### src/ebaf_pkg.sv
// Shared types and constants for the event background activity filter.
`default_nettype none
package ebaf_pkg;
    localparam int unsigned JUMP_LIMIT_US = 100000;
    localparam int          TIME_BITS     = 48;

    // configuration register indexes
    typedef enum logic [1:0] {
        REG_WIDTH,
        REG_HEIGHT,
        REG_WINDOW
    } t_cfg_reg;

    // beat handed from front to back
    typedef struct packed {
        logic [10:0]          x;
        logic [9:0]           y;
        logic [TIME_BITS-1:0] t;
        logic                 first;
        logic                 last;
        logic [TIME_BITS-1:0] low;
    } t_evt;

    typedef enum logic [2:0] {
        ST_CLEAR,
        ST_IDLE,
        ST_READ,
        ST_CHECK,
        ST_OUT
    } t_state;
endpackage
`default_nettype wire

### src/ebaf_front.sv
// Front stage: two-entry queue toward the back stage.
`default_nettype none
module ebaf_front
    import ebaf_pkg::*;
(
    input  wire logic i_clk,
    input  wire logic i_rst_n,
    input  wire logic i_valid,
    output logic      o_stall,
    input  wire t_evt i_evt,
    output logic      o_valid,
    input  wire logic i_take,
    output t_evt      o_evt
);
    t_evt       r_q [2];
    logic [1:0] r_cnt;
    logic       r_rd;
    logic       w_push, w_pop;

    assign o_stall = (r_cnt == 2'd2);
    assign w_push  = i_valid && !o_stall;
    assign w_pop   = i_take && (r_cnt != 2'd0);
    assign o_valid = (r_cnt != 2'd0);
    assign o_evt   = r_q[r_rd];

    // queue count and read pointer
    always_ff @(posedge i_clk) begin
        if (!i_rst_n) begin
            r_cnt <= 2'd0;
            r_rd  <= 1'b0;
        end else begin
            r_cnt <= r_cnt + {1'b0, w_push} - {1'b0, w_pop};
            if (w_pop) r_rd <= ~r_rd;
        end
    end

    // payload write at the tail
    always_ff @(posedge i_clk) begin
        if (w_push) r_q[r_rd ^ r_cnt[0]] <= i_evt;
    end

    // count stays within the two entries
    assert property (@(posedge i_clk) disable iff (!i_rst_n) r_cnt <= 2'd2);
    // head beat holds until taken
    assert property (@(posedge i_clk) disable iff (!i_rst_n)
        o_valid && !i_take |=> o_valid && $stable(o_evt));
endmodule
`default_nettype wire

### config.mk
export PLATFORM = sky130hd
export DESIGN_NAME = ebaf_front
export DESIGN_NICKNAME = d
export VERILOG_FILES = /design/src/ebaf_pkg.sv /design/src/ebaf_front.sv
export SDC_FILE = /design/constraint.sdc
export NUM_CORES = 1
export LEC_CHECK = 0
export BUFFER_PORTS_ARGS = -buffer_cell sky130_fd_sc_hd__buf_2
export CAP_MARGIN = 10
export CORE_MARGIN = 3
export CORE_UTILIZATION = 49
export CTS_BUF_LIST = sky130_fd_sc_hd__clkbuf_2 sky130_fd_sc_hd__clkbuf_4 sky130_fd_sc_hd__clkbuf_8
export CTS_CLUSTER_DIAMETER = 120
export DETAILED_ROUTE_END_ITERATION = 10
export PLACE_DENSITY_LB_ADDON = 0.05
export SYNTH_ARGS = -nofsm -noshare
export SYNTH_HDL_FRONTEND = slang
export SYNTH_SLANG_ARGS = --single-unit
### constraint.sdc
create_clock -name i_clk -period 7 [get_ports i_clk]
set_input_delay 1.05 -clock i_clk [delete_from_list [all_inputs] [get_ports i_clk]]
set_output_delay 1.05 -clock i_clk [all_outputs]
set_load 0.01 [all_outputs]
==> key figures, run 1 <==
Layout
  – Area grow syn2layout: 23.5%
  – Share of layout cells above drive strength 1: 0.622
  – # nets final: 794

Die
  – Starting density of the core: 0.507
  – Core ar.: 17500 µm²
  – Total Die Area: 19800 µm²
  – I/O pin total: 244
  – Rows: 48
  – Die Ht: 141 µm
  – Width of the die: 141 µm

Clock network
  – CTS tree: built
  – Root buffer cell: clkbuf_8
  – H-tree levels: 2
  – Sink Count: 242
  – Worst-Skew Late Latency: 0.52 ns
  – Total setup buffers inserted after CTS: 0
  – Post-CTS sizing: 0
  – CTS clk-pin slew, worst paths: 0.05 ns
  – CTS Hold Bufs: 0
  – CTS Buf Count: 39
  – Clk buf depth: 3

Power
  – Seq pwr share: 0.491
  – Sw power: 1.24 mW
  – Logic pwr share: 0.256
  – Power Total: 4.38 mW
  – Clk pwr share: 0.254
  – Leakage: 4.12 nW
  – Cell area power density: 398 nW/µm²
  – P_int: 3.14 mW
  – Worst VDD drop: 218 µV
  – Sw Share: 0.283

Worst setup path
  – Crit path largest cell delay: 0.88 ns
  – Register-to-register setup slack: 4.37 ns
  – Reg-to-reg startpoint: r_rd
  – CP max FO: 62
  – Reg2Reg Capture Point: r_q[1][7]
  – CP Class: flop to output port
  – CP Depth: 3
  – Slowest cell on crit path: dfxtp_4
  – Worst-path cell chain: buf_4 -> mux2_2 -> buf_2
  – CP Buf/Inv Count: 2
  – Arr. time, crit path: 2.80 ns
  – CP delay by family, top: buffers and inverters
  – CP Capture Point: o_evt[36]
  – Worst Reg2Reg Path Length in Cells: 3
  – CP Launch Type: flop
  – Worst EP required: 5.95 ns
  – Worst setup EP type: output port

Routing
  – Drt first-iter violations: 199
  – Antenna Violating Nets Remaining: 0
  – DRC: 0
  – DR vias/cell: 4.96
  – Total Wirelength: 17500 µm
  – Routed len/inst: 19.1 µm
  – Drt pass-1 iters: 4
  – DR vias: 4549

Hold path
  – Min-Delay Path Depth: 2
  – HP Class: flop to flop

Yosys
  – Post-synthesis cell count: 394
  – Unique masters post-synth: 18
  – Mapped cell area: 8900 µm²
  – Commonest cells in the netlist: edfxtp_1 (238), mux2_2 (119), clkbuf_8 (11)
  – Yosys top cell by area: edfxtp_1
  – Most instantiated library cell after synthesis: edfxtp_1
  – Syn_area_per_cell: 22.6 µm²
  – Synthesized net count: 519
  – Top cell type's share of synthesized area: 0.803
  – Number of flops mapped to enable cells by yosys: 238
  – Yosys warnings: 0
  – Synth Register Bits: 242
  – Synth Flop Type: edfxtp_1
  – Ys async rst share: 0
  – Main area contributors after synthesis: edfxtp_1 (80%), mux2_2 (15%), clkbuf_8 (1.7%)
  – Post-synthesis sequential area ratio: 0.812

Place
  – Placed wire-length estimate: 11500 µm
  – Routability cong.: 0.768
  – PortBufs: 243

Global routing
  – All-layer global routing usage: 0.173
  – Met3 GRT Util: 0.0689
  – GR Layer Usage met2: 0.278
  – Vias in the first global route: 4950
  – First-pass GRT wire length: 26400 µm
  – Largest net degree at the start of global routing: 70
  – Initial antenna violation count: 6
  – GR peak layer: met2
  – Global-route met1 utilization: 0.213
  – Global route overflow: 0

STA
  – Post-route clock period utilization: 0.550
  – Setup_tns: 0 ns
  – Rel. slew slack: 0.363
  – Slew @ Worst Pin: 0.956 ns
  – Clk_skew: 0.0160 ns
  – Max Clock Freq: 0.260 GHz
  – Final Hold Fails: 0
  – Fin crit period: 3.85 ns
  – Setup violators final: 0
  – Min Hold Slack: 0.544 ns
  – Unrepaired setup endpoints after global routing: no
  – Pins Over Slew Limit: 0

Outcome
  – Status: finished, final reports clean

Job
  – Max-cap viol count: 0
routing by layer:
| layer | routed length, µm | part of all wire | up-vias |
|---|---|---|---|
| met5 | 45 | 0.0026 | - |
| met4 | 445 | 0.025 | 8 |
| met3 | 1580 | 0.090 | 41 |
| met2 | 8640 | 0.49 | 178 |
| met1 | 6800 | 0.39 | 2201 |
| li1 | - | - | 2121 |
metrics by stage:
stage	setup WS [ns]	std cells	instance area, µm²	utilization
after floorplan	2.28	394	8900	-
final	3.15	918	11000	0.627
after global routing	2.96	917	11000	0.627
after CTS	3.05	915	11000	0.626
after global placement	3.64	853	10300	0.586
after detailed placement	3.62	853	10300	0.586
placed cells by master, fill, tap and decap left out:
| master | count |
|---|---|
| diode_2 | 3 |
| inv_1 | 1 |
| nor2b_1 | 3 |
| mux2_2 | 119 |
| ha_1 | 2 |
| and2_1 | 1 |
| nor3b_1 | 1 |
| or3_1 | 1 |
| xnor3_1 | 1 |
| o21a_1 | 1 |
| buf_2 | 243 |
| nand2b_1 | 2 |
| o21a_4 | 1 |
| mux2i_1 | 2 |
| dfxtp_4 | 1 |
| nand2_1 | 2 |
| buf_4 | 4 |
| clkinvlp_4 | 3 |
| or2_2 | 1 |
| dfxtp_1 | 3 |
| a21boi_4 | 1 |
| clkbuf_4 | 15 |
| clkinv_1 | 3 |
| edfxtp_1 | 238 |
| clkbuf_8 | 41 |
power by group through the flow:
stage	logic, mW	clock network, mW	registers, mW
floorplan	0.763	0	2.15
global placement	1.13	0	2.16
detailed placement	1.14	0	2.18
CTS	1.15	1.15	2.15
global route	1.21	1.22	2.18
finish	1.12	1.11	2.15
worst min-delay path by stage:
stage	from	to	slack [ns]
2_1_floorplan	r_rd	flop	0.49
3_3_place_gp	r_rd	flop	0.50
3_5_place_dp	r_rd	flop	0.53
4_1_cts	r_rd	flop	0.54
5_1_grt	r_rd	r_rd	0.58
6_report	r_rd	flop	0.54
registers in the layout, indices dropped and copies added (netlist names), named ones only:
name / cells
r_cnt: 2
r_q: 238
r_rd: 1
layout make-up:
class,count,area (µm²)
Inverter,1,3.75
Fill cell,1335,6540
Tap cell,225,282
Clock buffer,56,677
Sequential cell,242,7230
Multi-Input combinational cell,138,1510
Antenna cell,3,7.51
Clock inverter,6,33.8
Timing Repair Buffer,247,1250
logic make-up (layout without fill, tap and decap cells):
family	count (synthesis)	count (layout)	synth area share
xor gates and xnor gates	1	1	0.00253
AOI/OAI and AO/OA	3	3	0.00253
and+or+nand+nor	11	11	0.00731
other	0	3	0
DFF	242	242	0.812
adders and majority gates	2	2	0.00281
buffers and inverters	14	310	0.0200
muxes	121	121	0.153
worst min-delay path: cells and delay by family (launching register included):
| kind | cells | cell delay [ns] |
|---|---|---|
| flops | 1 | 0.34 |
| simple gates | 1 | 0.09 |
| mux | 1 | 0.07 |
No activity file was read; power rests on OpenSTA's default activity.
==> inputs of run 2 (changes only) <==
--- a/config.mk
+++ b/config.mk
@@ -8,7 +8,7 @@
 export BUFFER_PORTS_ARGS = -buffer_cell sky130_fd_sc_hd__buf_2
 export CAP_MARGIN = 10
 export CORE_MARGIN = 3
-export CORE_UTILIZATION = 49
+export CORE_UTILIZATION = 54
 export CTS_BUF_LIST = sky130_fd_sc_hd__clkbuf_2 sky130_fd_sc_hd__clkbuf_4 sky130_fd_sc_hd__clkbuf_8
 export CTS_CLUSTER_DIAMETER = 120
 export DETAILED_ROUTE_END_ITERATION = 10
==> constraint.sdc (replaced) <==
create_clock -name i_clk -period 4.02 [get_ports i_clk]
set_input_delay 0.603 -clock i_clk [delete_from_list [all_inputs] [get_ports i_clk]]
set_output_delay 0.603 -clock i_clk [all_outputs]
set_load 0.01 [all_outputs]
==> run 2 against run 1 <==
  * Wire length fell by 3.3%
  * First-iteration DRC count is 53% higher
  * Largest cell class unchanged
  * Clock power grew 72%
  * Cell area hardly changed
  * Utilization increased by 6.1 points
  * Worst setup slack got worse by 2.0 ns
  * Combinational power rose by 76%
  * Non-clock buffer count up 1
  * Total power is 74% higher
==> key figures, run 2 (same netlist as run 1, synthesis figures left out) <==
Worst setup path
  – CP Buf/Inv Count: 2 (unchanged)
  – Crit path largest cell delay: 0.83 ns (-0.05 ns)
  – Slowest cell on crit path: dfxtp_4
  – CP Launch Type: flop
  – CP Depth: 3 (unchanged)
  – Worst-path cell chain: buf_12 -> mux2_2 -> buf_2
  – Register-to-register setup slack: 1.88 ns (-2.49 ns)
  – CP max FO: 54 (-13%)
  – Reg2Reg Capture Point: r_q[1][2]
  – CP delay by family, top: flip-flops
  – CP Class: flop to output port
  – Reg-to-reg startpoint: r_rd
  – Worst EP required: 3.42 ns (-2.53 ns)
  – Worst setup EP type: output port
  – Worst Reg2Reg Path Length in Cells: 3 (unchanged)
  – Arr. time, crit path: 2.26 ns (-0.54 ns)

Layout
  – Most frequent cells in the layout: buf_2 (243), edfxtp_1 (238), mux2_2 (119)
  – # nets final: 796 (+0.25%)
  – Fin util: 0.688 (+0.0607)
  – Max reg flops: 238 (unchanged)
  – Share of layout cells above drive strength 1: 0.617 (-0.00469)
  – Area grow syn2layout: 23.6% (about the same)
  – Fillers: 1155 (-13%)
  – Commonest non-fill, non-tap cell in the layout: buf_2
  – Post-route non-filler standard cell count: 909 (-0.98%)

STA
  – Rel. slew slack: 0.380 (+0.0171)
  – Slew @ Worst Pin: 0.930 ns (-0.0257 ns)
  – Pins Over Slew Limit: 0 (unchanged)
  – Min Hold Slack: 0.282 ns (-0.262 ns)
  – Clk_skew: 0.0169 ns (+0.000864 ns)
  – Final Hold Fails: 0 (unchanged)
  – Fin crit period: 2.86 ns
  – Max Clock Freq: 0.349 GHz
  – Setup_tns: 0 ns (unchanged)
  – Unrepaired setup endpoints after global routing: no
  – Setup violators final: 0 (unchanged)
  – Post-route clock period utilization: 0.712

Die
  – Core ar.: 16000 µm² (-8.8%)
  – Rows: 46 (-4.2%)
  – I/O pin total: 244 (unchanged)
  – Width of the die: 134 µm (-4.5%)
  – Total Die Area: 18100 µm² (-8.9%)
  – Starting density of the core: 0.556 (+0.0487)
  – Die Ht: 134 µm (-4.5%)

Routing
  – Routed len/inst: 18.6 µm (-2.3%)
  – DRC: 0 (unchanged)
  – Drt pass-1 iters: 4 (unchanged)
  – Total Wirelength: 16900 µm (-3.3%)
  – DR vias: 4609 (+1.3%)
  – Antenna Violating Nets Remaining: 0 (unchanged)
  – DR vias/cell: 5.07 (+2.3%)
  – Drt first-iter violations: 304 (+53%)

Hold path
  – HP Class: primary input to flop
  – Min-delay src: i_evt[1]
  – Min-Delay Endpoint: r_q[1][1]
  – Min-Delay Path Depth: 1 (-1)

Clock network
  – CTS tree: built
  – Sink Count: 242 (unchanged)
  – H-tree levels: 2 (unchanged)
  – Worst-Skew Late Latency: 0.50 ns (-0.02 ns)
  – CTS Hold Bufs: 0 (unchanged)
  – Clk buf depth: 3 (unchanged)
  – CTS Buf Count: 40 (+2.6%)
  – Total setup buffers inserted after CTS: 0 (unchanged)
  – Root buffer cell: clkbuf_8
  – CTS clk-pin slew, worst paths: 0.05 ns (about the same)
  – Post-CTS sizing: 0 (unchanged)

Place
  – Routability cong.: 0.756 (-1.5%)
  – Placed wire-length estimate: 11200 µm (-2.8%)
  – DP Cell Count: 845 (-0.94%)
  – PortBufs: 243 (unchanged)

Power
  – Leakage: 4.14 nW (+0.42%)
  – Cell area power density: 692 nW/µm² (+74%)
  – Worst VDD drop: 440 µV (+100%)

Global routing
  – Global route overflow: 0 (unchanged)
  – Largest net degree at the start of global routing: 70 (unchanged)
  – Vias in the first global route: 4804 (-2.9%)
  – First-pass GRT wire length: 25200 µm (-4.4%)
  – Initial antenna violation count: 5 (-1)
  – All-layer global routing usage: 0.182 (+0.00838)

Job
  – Max-cap viol count: 0 (unchanged)

Outcome
  – Status: finished, final reports clean
-- run 2: stage by stage --
stage / total power [mW] / area (µm²) / worst slack [ns]
global route: 8.01 / 11000 / 1.02
floorplan: 5.05 / 8910 / 0.251
detailed placement: 5.79 / 10300 / 1.64
CTS: 7.73 / 11000 / 1.09
global placement: 5.73 / 10300 / 1.64
finish: 7.61 / 11000 / 1.16
-- run 2: worst max-delay path by stage --
stage                      end  slack [ns]
floorplan            r_q[1][0]        0.25
finish               o_evt[34]        1.16
CTS                 o_evt[105]        1.09
detailed placement  o_evt[105]        1.64
global placement    o_evt[105]        1.64
global route         o_evt[34]        1.02
-- run 2: area by class of cell --
type	count	area, µm²	area share
timing repair buffer	248	1280	0.116
tap	216	270	0.0246
multi-input combinational	138	1510	0.138
clock buffer	56	677	0.0615
clock inverter	7	26.3	0.00239
antenna	1	2.50	0.000227
inverter	1	3.75	0.000341
sequential	242	7230	0.657
-- run 2: routing by layer --
layer,vias to the layer above,global-route usage,wire (µm)
li1,2127,-,-
met1,2247,0.215,6430
met2,186,0.295,8430
met3,41,0.0754,1580
met4,8,0.0792,450
met5,-,0,50
-- run 2: where the power goes --
group / internal (mW) / switching [mW] / leakage, nW
Sequential: 3.53 / 0.203 / 2.25
Combinational: 0.887 / 1.09 / 1.51
Clock: 1.07 / 0.841 / 0.375
Total: 5.48 / 2.13 / 4.14
==> inputs of run 3 (changes only) <==
--- a/config.mk
+++ b/config.mk
@@ -8,7 +8,7 @@
 export BUFFER_PORTS_ARGS = -buffer_cell sky130_fd_sc_hd__buf_2
 export CAP_MARGIN = 10
 export CORE_MARGIN = 3
-export CORE_UTILIZATION = 54
+export CORE_UTILIZATION = 49
 export CTS_BUF_LIST = sky130_fd_sc_hd__clkbuf_2 sky130_fd_sc_hd__clkbuf_4 sky130_fd_sc_hd__clkbuf_8
 export CTS_CLUSTER_DIAMETER = 120
 export DETAILED_ROUTE_END_ITERATION = 10
==> constraint.sdc (replaced) <==
create_clock -name i_clk -period 2.4 [get_ports i_clk]
set_input_delay 0.36 -clock i_clk [delete_from_list [all_inputs] [get_ports i_clk]]
set_output_delay 0.36 -clock i_clk [all_outputs]
set_load 0.01 [all_outputs]
==> run 3 against run 2 <==
  * Die area is 9.7% higher
  * Sequential share of layout area is 2.7 points lower
  * Cell area is 4.3% higher
  * Global-route usage is 0.59 points lower
  * Combinational power is 80% higher
  * Cell count is 5.9% higher
==> key figures, run 3 (same netlist as run 1, synthesis figures left out) <==
Outcome
  – Status: finished, final reports clean

Worst setup path
  – Arr. time, crit path: 1.91 ns (-0.35 ns)
  – CP max FO: 61 (+13%)
  – Worst setup EP type: output port
  – CP Buf/Inv Count: 2 (unchanged)
  – CP delay by family, top: flip-flops
  – CP Launch Type: flop
  – Slowest cell on crit path: dfxtp_4
  – Worst EP required: 2.04 ns (-1.38 ns)
  – Crit path largest cell delay: 0.49 ns (-0.34 ns)
  – CP Class: flop to output port
  – Worst-path cell chain: buf_12 -> mux2_2 -> buf_2

Clock network
  – Root buffer cell: clkbuf_8
  – Sink Count: 242 (unchanged)
  – Worst-Skew Late Latency: 0.52 ns (+0.02 ns)
  – Total setup buffers inserted after CTS: 0 (unchanged)
  – H-tree levels: 2 (unchanged)
  – CTS Buf Count: 39 (-2.5%)
  – CTS clk-pin slew, worst paths: 0.06 ns (about the same)
  – Clk buf depth: 3 (unchanged)
  – CTS tree: built
  – Post-CTS sizing: 0 (unchanged)

STA
  – Clk_skew: 0.0246 ns (+0.00773 ns)
  – Slew @ Worst Pin: 0.340 ns (-0.590 ns)
  – Fin crit period: 2.27 ns
  – Setup_tns: 0 ns (unchanged)
  – Worst setup margin: 0.130 ns (-1.03 ns)
  – Pins Over Slew Limit: 0 (unchanged)
  – Max Clock Freq: 0.440 GHz
  – Unrepaired setup endpoints after global routing: no
  – Final Hold Fails: 0 (unchanged)
  – Rel. slew slack: 0.773 (+0.394)
  – Setup violators final: 0 (unchanged)
  – Post-route clock period utilization: 0.946

Global routing
  – Global route overflow: 0 (unchanged)
  – Initial antenna violation count: 2 (-3)
  – Vias in the first global route: 5128 (+6.7%)
  – All-layer global routing usage: 0.176 (-0.00594)
  – First-pass GRT wire length: 27000 µm (+7.0%)
  – Largest net degree at the start of global routing: 62 (-11%)

Hold path
  – HP Class: primary input to flop

Die
  – Die Ht: 141 µm (+4.8%)
  – Rows: 48 (+4.3%)
  – Total Die Area: 19800 µm² (+9.7%)
  – Width of the die: 141 µm (+4.8%)
  – Starting density of the core: 0.507 (-0.0487)
  – Core ar.: 17500 µm² (+9.6%)
  – I/O pin total: 244 (unchanged)

Place
  – PortBufs: 243 (unchanged)
  – Setup WS pre-CTS: 0.619 ns (-1.02 ns)
  – Routability cong.: 0.758 (+0.24%)
  – Placed wire-length estimate: 11400 µm (+1.4%)
  – DP Area: 10400 µm² (+0.87%)

Routing
  – DR vias: 4760 (+3.3%)
  – Drt pass-1 iters: 4 (unchanged)
  – Antenna Violating Nets Remaining: 0 (unchanged)
  – Routed len/inst: 18.2 µm (-2.2%)
  – Drt first-iter violations: 223 (-27%)
  – DRC: 0 (unchanged)
  – Total Wirelength: 17500 µm (+3.6%)
  – DR vias/cell: 4.94 (-2.5%)

Power
  – Worst VDD drop: 763 µV (+73%)
  – Power Total: 13.0 mW (+71%)
  – Leakage: 4.33 nW (+4.6%)
  – Cell area power density: 1130 nW/µm² (+64%)

Layout
  – Max reg flops: 238 (unchanged)
  – Area grow syn2layout: 28.9%
  – Fillers: 1269 (+9.9%)
  – Commonest non-fill, non-tap cell in the layout: buf_2
  – Multi-input logic area: 1520 µm² (+0.33%)
  – # nets final: 832 (+4.5%)
  – Share of layout cells above drive strength 1: 0.590 (-0.0274)
  – Most frequent cells in the layout: buf_2 (243), edfxtp_1 (238), mux2_2 (119)
  – Register area: 7230 µm² (about the same)
  – Design area: 11500 µm² (+4.3%)

Job
  – Max-cap viol count: 0 (unchanged)
run 3: changes by cell type in the layout (fill, tap and decap cells not counted), moves of 2 or more:
cell	change
clkbuf_8	+2
dlygate4sd3_1	+34
clkinv_2	+3
buf_12	+4
clkbuf_4	-3
clkinv_1	+5
run 3: stage by stage:
step	hold WS, ns	cells	util
2_1_floorplan	0.459	394	-
3_3_place_gp	0.498	857	0.592
3_5_place_dp	0.518	857	0.592
4_1_cts	0.000558	961	0.654
5_1_grt	0.00527	962	0.654
6_report	0.0405	963	0.654
run 3: where the power goes:
group | internal [mW] | switching [mW]
Combinational | 1.62 | 1.93
Sequential | 5.89 | 0.265
Clock | 1.83 | 1.48
Total | 9.33 | 3.67
run 3: path summary, 6_finish.rpt:
path / startpoint / to / slack, ns / cells after the start
max: flop / o_evt[0] / 0.13 / 3
min: i_evt[98] / r_q[0][98] / 0.04 / 1
max reg2reg: r_cnt[0] / r_q[1][97] / 0.71 / 3
min reg2reg: r_rd / r_rd / 0.53 / 2
run 3: metal layers:
metal  GRT usage  up-vias  part of all wire
met5           0        -           0.00068
met4      0.0694        2             0.025
met3      0.0563       34             0.083
met2       0.289      181              0.50
met1       0.219     2328              0.39
li1            -     2215                 -
run 3: area by class of cell:
class,count,share of cell area
diodes,2,0.000436
clock buffers,55,0.0594
clock inverters,15,0.00523
inverters,1,0.000327
multi-input cells,138,0.132
flip-flops and latches,242,0.630
well taps,225,0.0245
repair buffers,285,0.147
run 3: timing repair:
| item | CTS | global route |
|---|---|---|
| hold endpoints to repair | 64 | 0 |
| setup endpoints to repair | 0 | 0 |
| hold buffers | 34 | 0 |
